--- src/design/lmf_pkg.sv ---
package lmf_pkg;

  localparam int RING_PIXELS_DEF  = 30;
  localparam int STRIP_PIXELS_DEF = 28;
  localparam int SPIN_COUNT_DEF   = 3;

  localparam int LEVEL_W  = 20;
  localparam int TIME_W   = 32;
  localparam int PERIOD_W = 20;
  localparam int SCALE_W  = 14;
  localparam int AVG_W    = 24;
  localparam int ACC_W    = 28;
  localparam int IDX_W    = 5;
  localparam int LIT_W    = 6;
  localparam int RNG_W    = 16;
  localparam int CMD_DEPTH = 4;

  localparam logic [PERIOD_W-1:0] UPDATE_PERIOD_RST = PERIOD_W'(10000);
  localparam logic [SCALE_W-1:0]  FULL_SCALE_RST    = SCALE_W'(150);
  localparam logic [RNG_W-1:0]    RNG_SEED          = 16'hACE1;
  localparam logic [RNG_W-1:0]    RNG_MASK          = 16'hB400;
  localparam logic [31:0]         RECIP_TEN         = 32'hCCCCCCCD;
  localparam int                  RECIP_SHIFT       = 35;
  localparam logic [23:0]         COLOR_ARMED       = {8'd3, 8'd244, 8'd252};
  localparam logic [23:0]         COLOR_SAFE        = {8'd255, 8'd0, 8'd0};

  typedef enum logic [0:0] {
    REG_UPDATE_PERIOD = 1'b0,
    REG_FULL_SCALE    = 1'b1
  } cfg_reg_t;

  typedef struct packed {
    logic [LEVEL_W-1:0] level;
    logic [TIME_W-1:0]  time_us;
    logic               blank;
    logic               armed;
    logic               motor_running;
  } item_t;

  typedef struct packed {
    logic             which_string;
    logic [IDX_W-1:0] pixel_index;
    logic [7:0]       red;
    logic [7:0]       green;
    logic [7:0]       blue;
    logic             frame_end;
  } result_t;

  typedef struct packed {
    logic             blank;
    logic             motor;
    logic             armed;
    logic [LIT_W-1:0] lit;
  } cmd_t;

  typedef enum logic [2:0] {
    F_IDLE,
    F_ACC,
    F_AVG,
    F_LOAD,
    F_DIV,
    F_PUSH
  } front_state_t;

  typedef enum logic [1:0] {
    B_IDLE,
    B_RING,
    B_STRIP
  } back_state_t;

  function automatic logic [RNG_W-1:0] lfsr_step(input logic [RNG_W-1:0] s);
    logic [RNG_W-1:0] n;
    n = s >> 1;
    if (s[0]) begin
      n = n ^ RNG_MASK;
    end
    return n;
  endfunction

  function automatic logic [7:0] rng_comp(input logic [RNG_W-1:0] s);
    return (s[7:0] == 8'hFF) ? 8'd0 : s[7:0];
  endfunction

endpackage

--- src/design/led_level_meter_frame_unit.sv ---
// Level meter frame generator for a ring and a strip of LEDs.
// Input side is a queue: an item (level sample, time, mode flags) is taken
// when push is high and full is low. Each item updates the running average
// and, when the update period has elapsed, produces one frame of ring pixels
// followed by strip pixels. Results are read as a queue: while empty is low
// the oldest pixel is on result, and pop takes it; frame_end marks the last.
// Configuration writes use cfg_valid and cfg_ready; cfg_ready is always high.
// An item without a frame occupies the input through the accumulate and
// average steps. An item with a frame also occupies it through the load
// step, the bit-serial divider that scales the average to a lit count, and
// the push of the command. Frames go through a four-entry command queue to
// the pixel engine, which emits one pixel per cycle while the receiver pops.
// When the receiver stalls, the pixel engine holds its output, the command
// queue fills and full then stays high until frames drain.
// Reset restores the default registers, clears the average and last frame
// time, seeds the random generator and places the spinner at its start.
module led_level_meter_frame_unit
  import lmf_pkg::*;
#(
  parameter int RING_PIXELS  = RING_PIXELS_DEF,
  parameter int STRIP_PIXELS = STRIP_PIXELS_DEF,
  parameter int SPIN_COUNT   = SPIN_COUNT_DEF
) (
  input  logic                clk,
  input  logic                rst,
  input  logic                push,
  output logic                full,
  input  item_t               item,
  output logic                empty,
  input  logic                pop,
  output result_t             result,
  input  logic                cfg_valid,
  output logic                cfg_ready,
  input  cfg_reg_t            cfg_index,
  input  logic [PERIOD_W-1:0] cfg_data
);

  logic fr_valid;
  logic fr_ready;
  cmd_t fr_cmd;
  logic bk_valid;
  logic bk_ready;
  cmd_t bk_cmd;

  assign cfg_ready = 1'b1;

  lmf_front #(
    .STRIP_PIXELS(STRIP_PIXELS)
  ) u_front (
    .clk       (clk),
    .rst       (rst),
    .push      (push),
    .full      (full),
    .item      (item),
    .cfg_we    (cfg_valid & cfg_ready),
    .cfg_index (cfg_index),
    .cfg_data  (cfg_data),
    .cmd_valid (fr_valid),
    .cmd_ready (fr_ready),
    .cmd       (fr_cmd)
  );

  lmf_cmd_fifo u_fifo (
    .clk       (clk),
    .rst       (rst),
    .in_valid  (fr_valid),
    .in_ready  (fr_ready),
    .in_cmd    (fr_cmd),
    .out_valid (bk_valid),
    .out_ready (bk_ready),
    .out_cmd   (bk_cmd)
  );

  lmf_back #(
    .RING_PIXELS  (RING_PIXELS),
    .STRIP_PIXELS (STRIP_PIXELS),
    .SPIN_COUNT   (SPIN_COUNT)
  ) u_back (
    .clk       (clk),
    .rst       (rst),
    .cmd_valid (bk_valid),
    .cmd_ready (bk_ready),
    .cmd       (bk_cmd),
    .empty     (empty),
    .pop       (pop),
    .result    (result)
  );

endmodule

--- src/design/lmf_cmd_fifo.sv ---
module lmf_cmd_fifo
  import lmf_pkg::*;
(
  input  logic clk,
  input  logic rst,
  input  logic in_valid,
  output logic in_ready,
  input  cmd_t in_cmd,
  output logic out_valid,
  input  logic out_ready,
  output cmd_t out_cmd
);

  localparam int PTR_W = $clog2(CMD_DEPTH);

  cmd_t mem [CMD_DEPTH];
  logic [PTR_W-1:0] wr_ptr;
  logic [PTR_W-1:0] rd_ptr;
  logic [PTR_W:0]   count;
  logic do_wr;
  logic do_rd;

  assign in_ready  = (count != (PTR_W+1)'(CMD_DEPTH));
  assign out_valid = (count != '0);
  assign out_cmd   = mem[rd_ptr];
  assign do_wr     = in_valid & in_ready;
  assign do_rd     = out_valid & out_ready;

  always_ff @(posedge clk) begin
    if (do_wr) begin
      mem[wr_ptr] <= in_cmd;
    end
  end

  always_ff @(posedge clk) begin
    if (rst) begin
      wr_ptr <= '0;
      rd_ptr <= '0;
      count  <= '0;
    end else begin
      if (do_wr) begin
        wr_ptr <= wr_ptr + 1'b1;
      end
      if (do_rd) begin
        rd_ptr <= rd_ptr + 1'b1;
      end
      if (do_wr && !do_rd) begin
        count <= count + 1'b1;
      end else if (do_rd && !do_wr) begin
        count <= count - 1'b1;
      end
    end
  end

endmodule

--- src/design/lmf_front.sv ---
module lmf_front
  import lmf_pkg::*;
#(
  parameter int STRIP_PIXELS = STRIP_PIXELS_DEF
) (
  input  logic                clk,
  input  logic                rst,
  input  logic                push,
  output logic                full,
  input  item_t               item,
  input  logic                cfg_we,
  input  cfg_reg_t            cfg_index,
  input  logic [PERIOD_W-1:0] cfg_data,
  output logic                cmd_valid,
  input  logic                cmd_ready,
  output cmd_t                cmd
);

  localparam int NUM_W = SCALE_W + $clog2(STRIP_PIXELS);
  localparam int CNT_W = $clog2(NUM_W);

  front_state_t fstate;
  front_state_t fstate_next;

  logic [PERIOD_W-1:0] update_period;
  logic [SCALE_W-1:0]  full_scale;
  logic [LEVEL_W-1:0]  level;
  logic [TIME_W-1:0]   now;
  logic                blank;
  logic                armed;
  logic                motor;
  logic [ACC_W-1:0]    acc;
  logic [AVG_W-1:0]    avg_level;
  logic [TIME_W-1:0]   last_frame_time;
  logic                go;
  logic [NUM_W-1:0]    num;
  logic [SCALE_W-1:0]  rem;
  logic [CNT_W-1:0]    cnt;

  logic                accept;
  logic [59:0]         prod;
  logic [SCALE_W-1:0]  divisor;
  logic [SCALE_W:0]    rem_sh;
  logic [SCALE_W:0]    rem_diff;
  logic                q_bit;
  logic [TIME_W-1:0]   elapsed;

  assign accept   = push & ~full;
  assign prod     = 60'(acc) * 60'(RECIP_TEN);
  assign divisor  = (full_scale == '0) ? SCALE_W'(1) : full_scale;
  assign rem_sh   = {rem, num[NUM_W-1]};
  assign rem_diff = rem_sh - {1'b0, divisor};
  assign q_bit    = (rem_sh >= {1'b0, divisor});
  assign elapsed  = now - last_frame_time;

  always_comb begin
    cmd.blank = blank;
    cmd.motor = motor;
    cmd.armed = armed;
    cmd.lit   = (num > NUM_W'(STRIP_PIXELS)) ? LIT_W'(STRIP_PIXELS) : num[LIT_W-1:0];
  end

  always_ff @(posedge clk) begin
    if (rst) begin
      fstate <= F_IDLE;
    end else begin
      fstate <= fstate_next;
    end
  end

  always_comb begin
    fstate_next = fstate;
    full        = 1'b1;
    cmd_valid   = 1'b0;
    unique case (fstate)
      F_IDLE: begin
        full = 1'b0;
        if (push) begin
          fstate_next = F_ACC;
        end
      end
      F_ACC: begin
        fstate_next = F_AVG;
      end
      F_AVG: begin
        fstate_next = go ? F_LOAD : F_IDLE;
      end
      F_LOAD: begin
        fstate_next = F_DIV;
      end
      F_DIV: begin
        if (cnt == CNT_W'(NUM_W - 1)) begin
          fstate_next = F_PUSH;
        end
      end
      F_PUSH: begin
        cmd_valid = 1'b1;
        if (cmd_ready) begin
          fstate_next = F_IDLE;
        end
      end
      default: begin
        fstate_next = F_IDLE;
      end
    endcase
  end

  always_ff @(posedge clk) begin
    if (rst) begin
      update_period   <= UPDATE_PERIOD_RST;
      full_scale      <= FULL_SCALE_RST;
      avg_level       <= '0;
      last_frame_time <= '0;
    end else begin
      if (cfg_we) begin
        unique case (cfg_index)
          REG_UPDATE_PERIOD: update_period <= cfg_data;
          REG_FULL_SCALE:    full_scale    <= cfg_data[SCALE_W-1:0];
        endcase
      end
      if (fstate == F_AVG) begin
        avg_level <= prod[RECIP_SHIFT +: AVG_W];
        if (go) begin
          last_frame_time <= now;
        end
      end
    end
  end

  always_ff @(posedge clk) begin
    if (accept) begin
      level <= item.level;
      now   <= item.time_us;
      blank <= item.blank;
      armed <= item.armed;
      motor <= item.motor_running;
    end
    if (fstate == F_ACC) begin
      acc <= (ACC_W'(avg_level) << 3) + ACC_W'(avg_level) + (ACC_W'(level) << 4);
      go  <= (elapsed >= TIME_W'(update_period));
    end
    if (fstate == F_LOAD) begin
      num <= NUM_W'(avg_level[AVG_W-1:10]) * NUM_W'(STRIP_PIXELS);
      rem <= '0;
      cnt <= '0;
    end
    if (fstate == F_DIV) begin
      rem <= q_bit ? rem_diff[SCALE_W-1:0] : rem_sh[SCALE_W-1:0];
      num <= {num[NUM_W-2:0], q_bit};
      cnt <= cnt + 1'b1;
    end
  end

endmodule

--- src/design/lmf_back.sv ---
module lmf_back
  import lmf_pkg::*;
#(
  parameter int RING_PIXELS  = RING_PIXELS_DEF,
  parameter int STRIP_PIXELS = STRIP_PIXELS_DEF,
  parameter int SPIN_COUNT   = SPIN_COUNT_DEF
) (
  input  logic    clk,
  input  logic    rst,
  input  logic    cmd_valid,
  output logic    cmd_ready,
  input  cmd_t    cmd,
  output logic    empty,
  input  logic    pop,
  output result_t result
);

  localparam int LOG_W = $clog2(STRIP_PIXELS);

  back_state_t bstate;
  back_state_t bstate_next;

  cmd_t             cur;
  logic [IDX_W-1:0] pix;
  logic [IDX_W-1:0] spin_pos [SPIN_COUNT];
  logic [RNG_W-1:0] rng_reg;
  result_t          res;
  logic             res_valid;

  logic [23:0]      rain_tab [STRIP_PIXELS];
  logic             advance;
  logic             ring_last;
  logic             strip_last;
  logic             spin_on;
  logic [RNG_W-1:0] rng1;
  logic [RNG_W-1:0] rng2;
  logic [RNG_W-1:0] rng3;
  logic [LOG_W-1:0] logical;
  logic [23:0]      ring_rgb;
  logic [23:0]      strip_rgb;

  for (genvar j = 0; j < STRIP_PIXELS; j++) begin : g_rain
    localparam int S = (6 * j) / STRIP_PIXELS;
    localparam int Q = (6 * j) % STRIP_PIXELS;
    localparam int X = (S % 2 == 1) ? (255 * (STRIP_PIXELS - Q)) / STRIP_PIXELS
                                    : (255 * Q) / STRIP_PIXELS;
    localparam int R = (S == 0 || S == 5) ? 255 : ((S == 1 || S == 4) ? X : 0);
    localparam int G = (S == 1 || S == 2) ? 255 : ((S == 0 || S == 3) ? X : 0);
    localparam int B = (S == 3 || S == 4) ? 255 : ((S == 2 || S == 5) ? X : 0);
    assign rain_tab[j] = {8'(R), 8'(G), 8'(B)};
  end

  assign advance    = ~res_valid | pop;
  assign empty      = ~res_valid;
  assign result     = res;
  assign ring_last  = (pix == IDX_W'(RING_PIXELS - 1));
  assign strip_last = (pix == IDX_W'(STRIP_PIXELS - 1));
  assign rng1       = lfsr_step(rng_reg);
  assign rng2       = lfsr_step(rng1);
  assign rng3       = lfsr_step(rng2);
  assign logical    = LOG_W'(STRIP_PIXELS - 1) - pix[LOG_W-1:0];

  always_comb begin
    spin_on = 1'b0;
    for (int k = 0; k < SPIN_COUNT; k++) begin
      if (spin_pos[k] == pix) begin
        spin_on = 1'b1;
      end
    end
  end

  always_comb begin
    if (cur.blank) begin
      ring_rgb = '0;
    end else if (cur.motor) begin
      ring_rgb = {rng_comp(rng1), rng_comp(rng2), rng_comp(rng3)};
    end else if (spin_on) begin
      ring_rgb = cur.armed ? COLOR_ARMED : COLOR_SAFE;
    end else begin
      ring_rgb = '0;
    end
    if (!cur.blank && (LIT_W'(logical) < cur.lit)) begin
      strip_rgb = rain_tab[logical];
    end else begin
      strip_rgb = '0;
    end
  end

  always_ff @(posedge clk) begin
    if (rst) begin
      bstate <= B_IDLE;
    end else begin
      bstate <= bstate_next;
    end
  end

  always_comb begin
    bstate_next = bstate;
    cmd_ready   = 1'b0;
    unique case (bstate)
      B_IDLE: begin
        cmd_ready = 1'b1;
        if (cmd_valid) begin
          bstate_next = B_RING;
        end
      end
      B_RING: begin
        if (advance && ring_last) begin
          bstate_next = B_STRIP;
        end
      end
      B_STRIP: begin
        if (advance && strip_last) begin
          bstate_next = B_IDLE;
        end
      end
      default: begin
        bstate_next = B_IDLE;
      end
    endcase
  end

  always_ff @(posedge clk) begin
    if (rst) begin
      res_valid <= 1'b0;
      rng_reg   <= RNG_SEED;
      for (int k = 0; k < SPIN_COUNT; k++) begin
        spin_pos[k] <= IDX_W'(k);
      end
    end else begin
      if (advance && (bstate == B_RING || bstate == B_STRIP)) begin
        res_valid <= 1'b1;
      end else if (pop) begin
        res_valid <= 1'b0;
      end
      if (advance && bstate == B_RING && !cur.blank) begin
        if (cur.motor) begin
          rng_reg <= rng3;
        end else if (ring_last) begin
          for (int k = 0; k < SPIN_COUNT; k++) begin
            spin_pos[k] <= (spin_pos[k] == IDX_W'(RING_PIXELS - 1)) ? '0
                                                                   : spin_pos[k] + 1'b1;
          end
        end
      end
    end
  end

  always_ff @(posedge clk) begin
    if (bstate == B_IDLE && cmd_valid) begin
      cur <= cmd;
      pix <= '0;
    end
    if (advance && bstate == B_RING) begin
      res.which_string <= 1'b0;
      res.pixel_index  <= pix;
      {res.red, res.green, res.blue} <= ring_rgb;
      res.frame_end    <= 1'b0;
      pix <= ring_last ? '0 : pix + 1'b1;
    end
    if (advance && bstate == B_STRIP) begin
      res.which_string <= 1'b1;
      res.pixel_index  <= pix;
      {res.red, res.green, res.blue} <= strip_rgb;
      res.frame_end    <= strip_last;
      pix <= pix + 1'b1;
    end
  end

endmodule
--- config.mk ---
export PLATFORM = sky130hd
export DESIGN_NAME = led_level_meter_frame_unit
export DESIGN_NICKNAME = d
export VERILOG_FILES = /design/src/design/lmf_pkg.sv /design/src/design/led_level_meter_frame_unit.sv /design/src/design/lmf_cmd_fifo.sv /design/src/design/lmf_front.sv /design/src/design/lmf_back.sv
export SDC_FILE = /design/constraint.sdc
export NUM_CORES = 1
export LEC_CHECK = 0
export BUFFER_PORTS_ARGS = -buffer_cell sky130_fd_sc_hd__buf_2
export CAP_MARGIN = 30
export CORE_AREA = 3 3 215 238
export CTS_BUF_LIST = sky130_fd_sc_hd__clkbuf_2 sky130_fd_sc_hd__clkbuf_4 sky130_fd_sc_hd__clkbuf_8
export CTS_CLUSTER_SIZE = 30
export DETAILED_ROUTE_END_ITERATION = 7
export DIE_AREA = 0 0 218 241
export GPL_ROUTABILITY_DRIVEN = 0
export PLACE_DENSITY = 0.77
export SYNTH_ARGS = -nofsm -noshare
export SYNTH_HDL_FRONTEND = slang
export SYNTH_HIERARCHICAL = 1
export SYNTH_SLANG_ARGS = --single-unit
export TNS_END_PERCENT = 100
--- constraint.sdc ---
create_clock -name clk -period 15 [get_ports clk]
set_input_delay 1.5 -clock clk [delete_from_list [all_inputs] [get_ports clk]]
set_output_delay 1.5 -clock clk [all_outputs]
set_load 0.01 [all_outputs]
---- Word-level counts from Yosys, hierarchy flattened ----
Memory sizes are Yosys's and may differ from the RTL's. A register that Yosys moved wholly into a read port is not among the register bits.
Index checks and enable logic that the tools add are counted.
word-level totals
  flip-flop bits (word level) ............. 277
  memory bits (writable) .................. 51
  memory bits (read-only) ................. 768
  memories kept ........................... 3
memories
  memory           depth  width  read ports  clocked after Yosys merged registers in  write ports  RTL line            source
  (no name shown)  32     24     1           0                                        0            lmf_back.sv:83      strip_rgb = rain_tab[logical];
  u_fifo.mem       4      9      1           1                                        1            lmf_cmd_fifo.sv:16  cmd_t mem [CMD_DEPTH];
  u_back.spin_pos  3      5      3           0                                        3            lmf_back.sv:25      logic [IDX_W-1:0] spin_pos [SPIN_COUNT];
operators by class
  add/subtract/negate cells ............... 14
  multipliers ............................. 2
  $lt $le $gt $ge ......................... 5
  equality and inequality tests ........... 26
  muxes and demuxes ....................... 62
  bitwise logic cells ..................... 13
  reduce and logical (&&, ||, !) cells .... 29
operator list
  cell                                                                               number
  24-bit two-way mux                                                                 7
  30-bit two-way mux                                                                 2
  5-bit two-way mux                                                                  12
  28-bit by 32-bit multiplier with 59-bit output (second input constant)             1
  14-bit two-way mux                                                                 4
  16-bit two-way mux                                                                 3
  19-bit two-way mux                                                                 2
  32-bit by 20-bit >= comparator with 1-bit output                                   1
  32-bit subtractor                                                                  1
  5-bit equality test (second input constant)                                        6
  27-bit by 24-bit adder with 28-bit output                                          1
  28-bit by 24-bit adder with 28-bit output                                          1
  5-bit by 1-bit adder with 5-bit output (second input constant)                     5
  8-bit equality test (second input constant)                                        3
  8-bit two-way mux                                                                  3
  19-bit by 5-bit greater-than comparator with 1-bit output (second input constant)  1
  3-bit case mux with 6 select lines                                                 1
  14-bit by 3-bit multiplier with 17-bit output (second input constant)              1
  1-bit two-way mux                                                                  17
  5-bit equality test                                                                3
  15-bit by 14-bit >= comparator with 1-bit output                                   1
  3-bit two-way mux                                                                  5
  14-bit zero test                                                                   1
  14-bit subtractor                                                                  1
  other kinds (31)                                                                   68

---- Logic depth before layout (Yosys ltp) ----
Gate-level depths: netlist (run 1).
  depth after elaboration ................. 12
  mapped depth ............................ 26
  mapped depth without buffers ............ 26

---- Hierarchy ----
The synthesis (run 1) kept the hierarchy.
modules (own cells, without submodules)
  module                      instances  cells each  area an instance (µm²)
  lmf_front                   1          2440        22959.5
  lmf_back                    1          433         4411.7
  lmf_cmd_fifo                1          95          1780.5
  led_level_meter_frame_unit  1          2           11.3

---- Least setup slack after synthesis (run 1) ----
Ideal clock, no wire load.
  path type ............................... flip-flop to flip-flop
  start point ............................. register u_front.acc[26]
  end point ............................... register u_front.avg_level[23]
  library setup time ...................... 91 ps
  arrival time ............................ 6516 ps
  required time ........................... 14909 ps
  slack ................................... 8393 ps
  stages on the path, launching flop included .. 25
  buffers on the path ..................... 0
  period minus slack after synthesis ...... 6607 ps
  cell sequence ........................... edfxtp_1 inv_1 ha_1 fa_1 xnor2_1 ha_1 inv_1 fa_1 inv_1 fa_1 inv_1 fa_1 fa_1 inv_1 ha_1 a21o_1 a21o_1 a21o_1 a41oi_1 o21ai_0 o21bai_1 a211oi_1 nor3_1 or3_1 a311oi_1
on the way
  cells in the longest elaborated chain, start to end .. 1
ends and longest elaborated chain
  item                                            RTL line          source
  start, declared                                 lmf_front.sv:32   logic [ACC_W-1:0] acc;
  start signal, assigned                          lmf_front.sv:139  acc <= (ACC_W'(avg_level) << 3) + ACC_W'(avg_level) + (ACC_W'(level) << 4);
  28-bit by 32-bit multiplier with 59-bit output  lmf_front.sv:49   assign prod = 60'(acc) * 60'(RECIP_TEN);
  end signal, assigned                            lmf_front.sv:122  avg_level <= prod[RECIP_SHIFT +: AVG_W];
  end, declared                                   lmf_front.sv:33   logic [AVG_W-1:0] avg_level;
No other way between the ends.
A chain may end at the register's enable or synchronous reset.

---- Worst setup path in the final report (run 1) ----
  start point ............................. register u_front.acc[22]
  end point ............................... register u_front.avg_level[23]
The elaborated chain is that of the path after synthesis.

==> qor.yml, run 1 <==
routed_wl_um: 65540
grt_overflow: 0
synth-xor-area-share_pct: 3.655
core_area_um2: 48920
largest-register: "u_fifo/mem"
cts_buffers: 52
first_pass_iters: 6
syn_to_final_growth_pct: 7.972
start_kind: "flip-flop"
max_stage_delay_ns: 0.62
port_buffers: 113
ios: 115
cts_num_sinks: 339
route.vias.total: 21210
syn-cell-area_um2: 29160
critical-path-top-delay-family: "adder cells"
dp_hpwl_um: 52600
antenna_left: 0
syn_nets: 3667
synthTopCellsByArea: "edfxtp_1, fa_1, ha_1"
fin_skew_ns: 0.02255
worstPathRequired_ns: 15.49
tritoncts: "done"
grt_max_degree: 97
tightest_slew_ns: 0.9724
synthMuxAreaShare_pct: 1.163
synth_top_family_by_area: "adder cells"
crit_type: "flip-flop to flip-flop"
ys_types: 98
yosys_most_used_dff: "edfxtp_1"
slowest_stage: "fa_1"
largest_reg_flops: 36
drcViolationCount: 0
wl_per_cell_um: 17.41
grt_pass1_wl_um: 108000
yosys.area.top_type: "edfxtp_1"
drv_slew: 0
synth-simple-area-share_pct: 11.06
worstPathCellList: "ha_1 -> inv_1 -> fa_1 -> xnor2_1 -> ha_1 -> inv_1 -> fa_1 -> inv_1 -> fa_1 -> fa_1 -> inv_1 -> fa_1 -> inv_1 -> ha_1 -> nand4_1 -> or4_1 -> nor3_1 -> a211oi_2 -> o21bai_1 -> a211oi_1 -> nor3_1 -> o21ai_0 -> a311oi_1"
rows: 85
antenna_found_initial: 6
holdBufCountCts: 0
async_flop_share_pct: 0
clk_transition_reported_paths_ns: 0.06
rsz0062_at_grt: "no"
post_cts_buffers: 0
critPathArrivalTime_ns: 8.12
period_needed_ns: 7.625
finalNonFillerCells: 3765
grt_pass1_vias: 22017
ys_warn_count: 6
maxCapViolCount: 0
grt_usage_pct: 25.22
htree_num_levels: 2
syn_inst: 2970
status: "finished clean"
synthAdderAreaFrac_pct: 32.71
die_w_um: 218
slew_headroom_pct: 35.17
final_nets: 3762
fmax_ghz: 0.1311
dieArea_um2: 52540
synth_top_area_share_pct: 22.34
dp.cells: 3662
yosysSeqAreaShare_pct: 30.72
synth_edf_count: 217
path_buf_inv: 5
synth_compound_area_share_pct: 12.46
drive_gt1_share_pct: 9.231
start_util_pct: 59.61
fin_tns_setup_ns: 0
hold_viol: 0
insertion_delay_ns: 0.60
crit_fanout: 5
fin_crit_sh_pct: 50.83
via_per_inst: 5.633
drt-initial-drc-count: 1396
fp.dieH_um: 241
synth-seq-cells: 339
hp-class: "flip-flop to flip-flop"
fin_util_pct: 64.36
setup_viol: 0
avgSynthCellArea_um2: 9.819
cts_resized: 0
clockRootBuffer: "clkbuf_8"
cts_max_path_buffers: 3
largestRegisters: "u_fifo/mem: 36 flops, u_front/last_frame_time: 32 flops, u_front/now: 32 flops"
endpoint_kind: "flip-flop"
## through the flow
step                worst slack, ns  instance area, µm²  hold WS (ns)
floorplan                     8.393               29160        0.4363
global placement              7.790               30260        0.4415
detailed placement            7.481               30290        0.4469
CTS                           7.389               31450        0.4549
global route                  6.968               31490        0.4778
finish                        7.375               31490        0.4550
## kinds of logic (layout without fill, tap and decap cells)
| logic type | after synthesis | count (layout) |
|---|---|---|
| AND/OR/NAND/NOR | 693 | 693 |
| buffers and inverters | 618 | 757 |
| adder cells (fa/ha/maj) | 616 | 616 |
| AO/OA/AOI/OAI | 560 | 560 |
| flip-flops | 339 | 339 |
| XOR/XNOR | 120 | 120 |
| multiplexers | 22 | 22 |
| other | 2 | 6 |
## cell type report
class | instances | area, µm²
antenna | 4 | 10.01
clock buffer | 85 | 1013
clock inverter | 13 | 147.6
fill | 3853 | 17430
inverter | 533 | 2002
multi-input combinational | 2013 | 17830
sequential | 339 | 8959
tap | 652 | 815.8
timing repair buffer | 126 | 705.7
## cell usage in the layout (no fill, tap or decap), types with 16 or more instances in the layout
cell,instances
nor2_1,137
inv_1,531
buf_2,112
clkbuf_4,25
a21oi_1,207
clkbuf_8,60
ha_1,372
nand2b_1,24
a21o_1,51
edfxtp_1,217
xor2_1,48
a31oi_1,20
o21ai_0,78
nand4_1,28
fa_1,244
o211ai_1,16
o21ai_1,27
xnor2_1,70
nor3_1,34
nand2_1,290
nor2b_1,19
o21a_1,17
nand3_1,59
dfxtp_1,122
## synth_stat cells, drive strengths merged, types with 5 or more instances
library cell / count
dfxtp: 122
a211oi: 16
xor2: 49
a211o: 11
nand2: 290
clkbuf: 64
mux4: 9
and2: 17
o21ai: 107
o31ai: 17
a2111oi: 5
and3: 10
a311oi: 5
nor2: 140
buf: 21
nor2b: 19
or2: 9
nor4: 10
a31oi: 20
nor3: 37
ha: 372
nand2b: 24
xnor2: 71
o211ai: 16
nand3b: 8
a21oi: 209
a21o: 52
o22ai: 11
o21a: 17
o21bai: 15
nor3b: 11
a41oi: 5
a21boi: 14
nand3: 59
nand4: 28
inv: 531
fa: 244
mux2i: 11
or3: 16
edfxtp: 217
## per-layer routing
| layer | wire (µm) | GRT usage [%] | share of wire (%) |
|---|---|---|---|
| met1 | 26870 | 31.36 | 41 |
| met2 | 32870 | 44.61 | 50 |
| met3 | 3240 | 3.714 | 4.9 |
| met4 | 2535 | 9.846 | 3.9 |
| met5 | 30 | 0 | 0.046 |
## worst min-delay path, stage by stage, from the launching register on
cell     delay [ns]
dfxtp_1        0.30
nand2_1        0.05
a21oi_1        0.05
## worst paths after layout
check,startpoint,endpoint,slack (ns),depth (start not counted)
setup / recovery,u_front/acc[22],u_front/avg_level[23],7.37,23
hold reg to reg,u_front/last_frame_time[29],u_front/last_frame_time[29],0.46,2
hold / removal,u_front/last_frame_time[29],u_front/last_frame_time[29],0.46,2
setup reg to reg,u_front/acc[22],u_front/avg_level[23],7.37,23
Power of run 1 is not shown: default switching activity piles up to over one toggle a cycle in this logic, so the estimate is an artifact.
==> inputs of run 2 (changes only) <==
--- a/config.mk
+++ b/config.mk
@@ -7,13 +7,13 @@
 export LEC_CHECK = 0
 export BUFFER_PORTS_ARGS = -buffer_cell sky130_fd_sc_hd__buf_2
 export CAP_MARGIN = 30
-export CORE_AREA = 3 3 215 238
+export CORE_AREA = 3 3 216 240
 export CTS_BUF_LIST = sky130_fd_sc_hd__clkbuf_2 sky130_fd_sc_hd__clkbuf_4 sky130_fd_sc_hd__clkbuf_8
 export CTS_CLUSTER_SIZE = 30
 export DETAILED_ROUTE_END_ITERATION = 7
-export DIE_AREA = 0 0 218 241
+export DIE_AREA = 0 0 219 243
 export GPL_ROUTABILITY_DRIVEN = 0
-export PLACE_DENSITY = 0.77
+export PLACE_DENSITY = 0.79
 export SYNTH_ARGS = -nofsm -noshare
 export SYNTH_HDL_FRONTEND = slang
 export SYNTH_HIERARCHICAL = 1
==> constraint.sdc (replaced) <==
create_clock -name clk -period 6.9 [get_ports clk]
set_input_delay 0.69 -clock clk [delete_from_list [all_inputs] [get_ports clk]]
set_output_delay 0.69 -clock clk [all_outputs]
set_load 0.01 [all_outputs]
==> run 2 against run 1 <==
  * Non-clock buffer count up 71
  * Routed wire length up 6.9%
  * First-iteration DRC count up 18%
  * Critical path depth unchanged
  * Register-to-register slack worse by 7.3 ns
  * Die area up 1.3%
  * Global-route usage up 0.43 points
  * Sequential share of layout area down 0.94 points
  * Clock-buffer cell count down 7
  * Fmax up 11%
  * Utilization up 1.1 points
  * Critical path type unchanged
  * Critical endpoint is now u_front/avg_level[21]
  * Highest routed layer is now met4
==> qor.yml, run 2 (same netlist as run 1, synthesis figures left out) <==
largest-register: "u_fifo/mem"
core_area_um2: 49710  # +1.6%
htree_num_levels: 2  # unchanged
drt-initial-drc-count: 1642  # +18%
fmax_ghz: 0.1455  # +11%
critPathArrivalTime_ns: 7.39  # -0.73 ns
final_area_um2: 32560  # +3.4%
placed_cell_area_um2: 30620  # +1.1%
drv_slew: 0  # unchanged
worstPathRequired_ns: 7.42  # -8.07 ns
grt_usage_pct: 25.65  # +0.43 points
antenna_found_initial: 3  # -3
setup_viol: 0  # unchanged
drcViolationCount: 0  # unchanged
tritoncts: "done"
mostFrequentLayoutCells: "inv_1, ha_1, nand2_1, fa_1, edfxtp_1"
wl_per_cell_um: 18.23  # +4.7%
hp-class: "input pin to flip-flop"
ios: 115  # unchanged
largest_reg_flops: 36  # unchanged
start_kind: "flip-flop"
dieArea_um2: 53220  # +1.3%
tightest_slew_ns: 0.9641  # -0.008312 ns
die_w_um: 219  # +0.46%
cts_num_sinks: 339  # unchanged
dp_hpwl_um: 54110  # +2.9%
clockRootBuffer: "clkbuf_8"
hold_viol: 0  # unchanged
endpoint_kind: "flip-flop"
grt_pass1_wl_um: 111800  # +3.5%
drive_gt1_share_pct: 13.93  # +4.7 points
cts_buffers: 53  # +1.9%
insertion_delay_ns: 0.61  # about the same
slew_headroom_pct: 35.57  # +0.40 points
via_per_inst: 5.787  # +2.7%
fin_crit_sh_pct: 99.60  # +49 points
maxCapViolCount: 0  # unchanged
rows: 86  # +1.2%
grt_pass1_vias: 23019  # +4.6%
route.vias.total: 22251  # +4.9%
period_needed_ns: 6.872  # -0.7529 ns
fp.dieH_um: 243  # +0.83%
status: "finished clean"
rsz0062_at_grt: "yes"
crit_type: "flip-flop to flip-flop"
cts_max_path_buffers: 3  # unchanged
crit_fanout: 4  # -1
antenna_left: 0  # unchanged
final_nets: 3834  # +1.9%
holdBufCountCts: 0  # unchanged
first_pass_iters: 8  # +2
fin_skew_ns: 0.02338  # +0.0008317 ns
grt_max_degree: 58  # -40%
routed_wl_um: 70090  # +6.9%
largestRegisters: "u_fifo/mem: 36 flops, u_front/last_frame_time: 32 flops, u_front/now: 32 flops"
layout_commonest_cell: "inv_1"
grt_overflow: 0  # unchanged
start_util_pct: 58.66  # -0.95 points
port_buffers: 113  # unchanged
clk_transition_reported_paths_ns: 0.06  # about the same
syn_to_final_growth_pct: 11.65
[run 2: cell count changes in the layout (fill, tap and decap cells not counted), moves of 18 or more]
cell / previous run / this run
buf_4: 12 / 80
fa_1: 244 / 226
fa_2: 0 / 18
ha_1: 372 / 346
ha_4: 0 / 23
inv_1: 531 / 512
inv_2: 0 / 18
[run 2: repair_timing]
| action | CTS | global route |
|---|---|---|
| setup endpoints to repair | 5 | 15 |
| pin swaps | 2 | 56 |
| setup buffers | 1 | 30 |
| resized for setup | 3 | 107 |
[run 2: metal layers]
metal,wire length [µm],track usage [%],vias up
li1,-,-,10323
met1,27190,30.86,10777
met2,35370,45.42,867
met3,3897,3.506,284
met4,3635,11.78,0
met5,0,0,-
[run 2: layout make-up]
type | count | area, µm²
repair buffers | 197 | 1242
well taps | 660 | 825.8
inverters | 533 | 2004
diodes | 4 | 10.01
flip-flops and latches | 339 | 8959
fillers | 3711 | 17150
multi-input cells | 2013 | 18370
clock inverters | 21 | 186.4
clock buffers | 78 | 967.2
[run 2: final timing paths]
path,slack (ns),cells past startpoint,to,startpoint
worst max-delay path,0.03,23,u_front/avg_level[21],u_front/acc[14]
worst min-delay path,0.25,1,u_front/now[11],item[14]
worst max register to register,0.03,23,u_front/avg_level[21],u_front/acc[14]
worst min register to register,0.45,2,u_front/last_frame_time[28],u_front/last_frame_time[28]
[run 2: through the flow]
step / hold WS, ns / TNS, ns / std cells / util, % / setup WS (ns)
after floorplan: 0.4363 / 0 / 2970 / - / 0.2930
after global placement: 0.4424 / 0 / 3709 / 61.50 / 0.1014
after detailed placement: 0.4465 / -0.3966 / 3711 / 61.59 / -0.1214
after CTS: 0.2027 / 0 / 3811 / 63.96 / 0.009186
after global routing: 0.2132 / -0.3151 / 3845 / 65.50 / -0.1667
final: 0.2528 / 0 / 3845 / 65.50 / 0.02770
[run 2: critical path: stages (launching register included)]
cell      delay [ns]
edfxtp_1        0.49
ha_4            0.32
inv_1           0.06
fa_1            0.50
inv_2           0.07
fa_2            0.54
inv_2           0.05
fa_2            0.51
inv_1           0.09
fa_1            0.55
inv_1           0.08
fa_1            0.51
fa_1            0.56
inv_1           0.07
ha_4            0.27
nand4_1         0.15
or4_4           0.47
nor3_4          0.23
a211oi_4        0.12
o21bai_4        0.25
buf_6           0.13
a211oi_1        0.07
or4b_1          0.54
a31oi_1         0.17
Power of run 2 is left out for the same reason.
==> inputs of run 3 (changes only) <==
--- a/config.mk
+++ b/config.mk
@@ -7,13 +7,12 @@
 export LEC_CHECK = 0
 export BUFFER_PORTS_ARGS = -buffer_cell sky130_fd_sc_hd__buf_2
 export CAP_MARGIN = 30
-export CORE_AREA = 3 3 216 240
-export CTS_BUF_LIST = sky130_fd_sc_hd__clkbuf_2 sky130_fd_sc_hd__clkbuf_4 sky130_fd_sc_hd__clkbuf_8
+export CORE_AREA = 2 2 217 241
 export CTS_CLUSTER_SIZE = 30
 export DETAILED_ROUTE_END_ITERATION = 7
 export DIE_AREA = 0 0 219 243
 export GPL_ROUTABILITY_DRIVEN = 0
-export PLACE_DENSITY = 0.79
+export PLACE_DENSITY = 0.78
 export SYNTH_ARGS = -nofsm -noshare
 export SYNTH_HDL_FRONTEND = slang
 export SYNTH_HIERARCHICAL = 1
==> constraint.sdc (replaced) <==
create_clock -name clk -period 6.9 [get_ports clk]
set_input_delay 0.69 -clock clk [delete_from_list [all_inputs] [get_ports clk]]
set_output_delay 0.69 -clock clk [all_outputs]
set_load 0.02 [all_outputs]
==> run 3 against run 2 <==
  * Setup slack lost 0.025 ns
  * Clock skew fell by 0.0037 ns
  * Highest routed layer unchanged
  * Clock-buffer cell count shrank 32
  * Global-route usage is 0.32 points lower
  * Critical path depth increased by 3
  * Critical path type unchanged
  * Sequential cell count stayed put
  * Cell count fell by 0.91%
  * Routed wire length down 1.5%
  * Fmax fell by 0.37%
  * Worst hold slack improved by 0.083 ns
==> qor.yml, run 3 (same netlist as run 1, synthesis figures left out) <==
drive_gt1_share_pct: 12.39  # -1.5 points
hp-class: "input pin to flip-flop"
crit_type: "flip-flop to flip-flop"
largestRegisters: "u_fifo/mem: 36 flops, u_front/last_frame_time: 32 flops, u_front/now: 32 flops"
mostFrequentLayoutCells: "inv_1, ha_1, nand2_1, fa_1, edfxtp_1"
rows: 87  # +1.2%
final_nets: 3811  # -0.60%
rrSetupSlack_ns: 0.002  # -0.03 ns
holdBufCountCts: 0  # unchanged
route.vias.total: 21806  # -2.0%
fmax_ghz: 0.1450  # -0.37%
antenna_left: 0  # unchanged
setup_viol: 0  # unchanged
max_stage_delay_ns: 0.57  # about the same
critPathArrivalTime_ns: 7.38  # about the same
layout_commonest_cell: "inv_1"
routed_wl_um: 69030  # -1.5%
fin_crit_sh_pct: 99.96  # +0.37 points
clk_transition_reported_paths_ns: 0.06  # about the same
clockRootBuffer: "clkbuf_16"
cts_max_path_buffers: 3  # unchanged
grt_pass1_vias: 22275  # -3.2%
grt_usage_pct: 25.34  # -0.32 points
dieArea_um2: 53220  # unchanged
endpoint_kind: "flip-flop"
wl_per_cell_um: 18.12  # -0.61%
cpMostUsedCell: "fa_1"
grt_overflow: 0  # unchanged
tightest_slew_ns: 0.9880  # +0.02389 ns
ios: 115  # unchanged
antenna_found_initial: 3  # unchanged
maxCapViolCount: 0  # unchanged
dp_hpwl_um: 52760  # -2.5%
status: "finished clean"
tritoncts: "done"
start_kind: "flip-flop"
cts_buffers: 35  # -34%
grt_max_degree: 76  # +31%
insertion_delay_ns: 0.53  # -0.08 ns
period_needed_ns: 6.898  # +0.02520 ns
slowest_stage: "fa_1"
crit_fanout: 6  # +2
port_buffers: 113  # unchanged
via_per_inst: 5.723  # -1.1%
first_pass_iters: 7  # -1
fin_skew_ns: 0.01969  # -0.003693 ns
whs_ns: 0.3363  # +0.08349 ns
die_w_um: 219  # unchanged
slew_headroom_pct: 34.14  # -1.4 points
worstPathRequired_ns: 7.38  # -0.04 ns
start_util_pct: 57.49  # -1.2 points
cts_num_sinks: 339  # unchanged
largest_reg_flops: 36  # unchanged
syn_to_final_growth_pct: 11.43
htree_num_levels: 2  # unchanged
hold_viol: 0  # unchanged
core_area_um2: 50730  # +2.0%
fp.dieH_um: 243  # unchanged
grt_pass1_wl_um: 109400  # -2.1%
largest-register: "u_fifo/mem"
drcViolationCount: 0  # unchanged
drt-initial-drc-count: 1383  # -16%
drv_slew: 0  # unchanged
## run 3: cell types whose count changed in the layout (fill, tap and decap cells not counted), moves of 7 or more
cell and delta:
clkbuf_1 +7, clkbuf_16 +37, clkbuf_4 -17, clkbuf_8 -59
## run 3: through the flow
stage | cells | TNS [ns] | setup slack (ns) | area [µm²] | utilization [%]
after detailed placement | 3715 | -0.4169 | -0.1826 | 30590 | 60.31
final | 3810 | 0 | 0.002498 | 32490 | 64.06
after global placement | 3714 | 0 | 0.06430 | 30570 | 60.26
after CTS | 3782 | -0.01154 | -0.01154 | 31800 | 62.69
after global routing | 3810 | -0.4088 | -0.1291 | 32490 | 64.06
after floorplan | 2970 | 0 | 0.2930 | 29160 | -
## run 3: per-layer routing
| layer | track usage (%) | share of wire [%] | routed length [µm] |
|---|---|---|---|
| met3 | 3.308 | 5.1 | 3555 |
| met1 | 30.80 | 40 | 27310 |
| met2 | 45.17 | 51 | 35450 |
| met4 | 10.23 | 3.9 | 2722 |
| met5 | 0 | 0 | 0 |
## run 3: path summary, 6_finish.rpt
check | from | endpoint | cells past startpoint
worst max register to register | u_front/acc[14] | u_front/avg_level[12] | 26
worst max-delay path | u_front/acc[14] | u_front/avg_level[12] | 26
worst min-delay path | item[19] | u_front/now[16] | 1
worst min register to register | u_front/last_frame_time[23] | u_front/last_frame_time[23] | 2
## run 3: area by class of cell
class | instances | area, µm²
fill | 3864 | 18230
sequential | 339 | 8959
multi-input combinational | 2013 | 18320
clock buffer | 46 | 979.7
timing repair buffer | 192 | 1216
antenna | 3 | 7.507
tap | 667 | 834.6
inverter | 533 | 2007
clock inverter | 17 | 172.7
## run 3: repair_timing
| item | in CTS | in global routing |
|---|---|---|
| setup endpoints to repair | 6 | 19 |
| pin swaps | 5 | 58 |
| resized for setup | 7 | 94 |
| setup buffers | 4 | 24 |
## run 3: critical path, delay by kind of cell (launching register included)
family	cells	cell delay, ns
adders and majority gates	8	3.68
AOI/OAI and AO/OA	9	1.77
buffers and inverters	8	0.71
DFF	1	0.44
and+or+nand+nor	1	0.26
Power of run 3 is left out for the same reason.
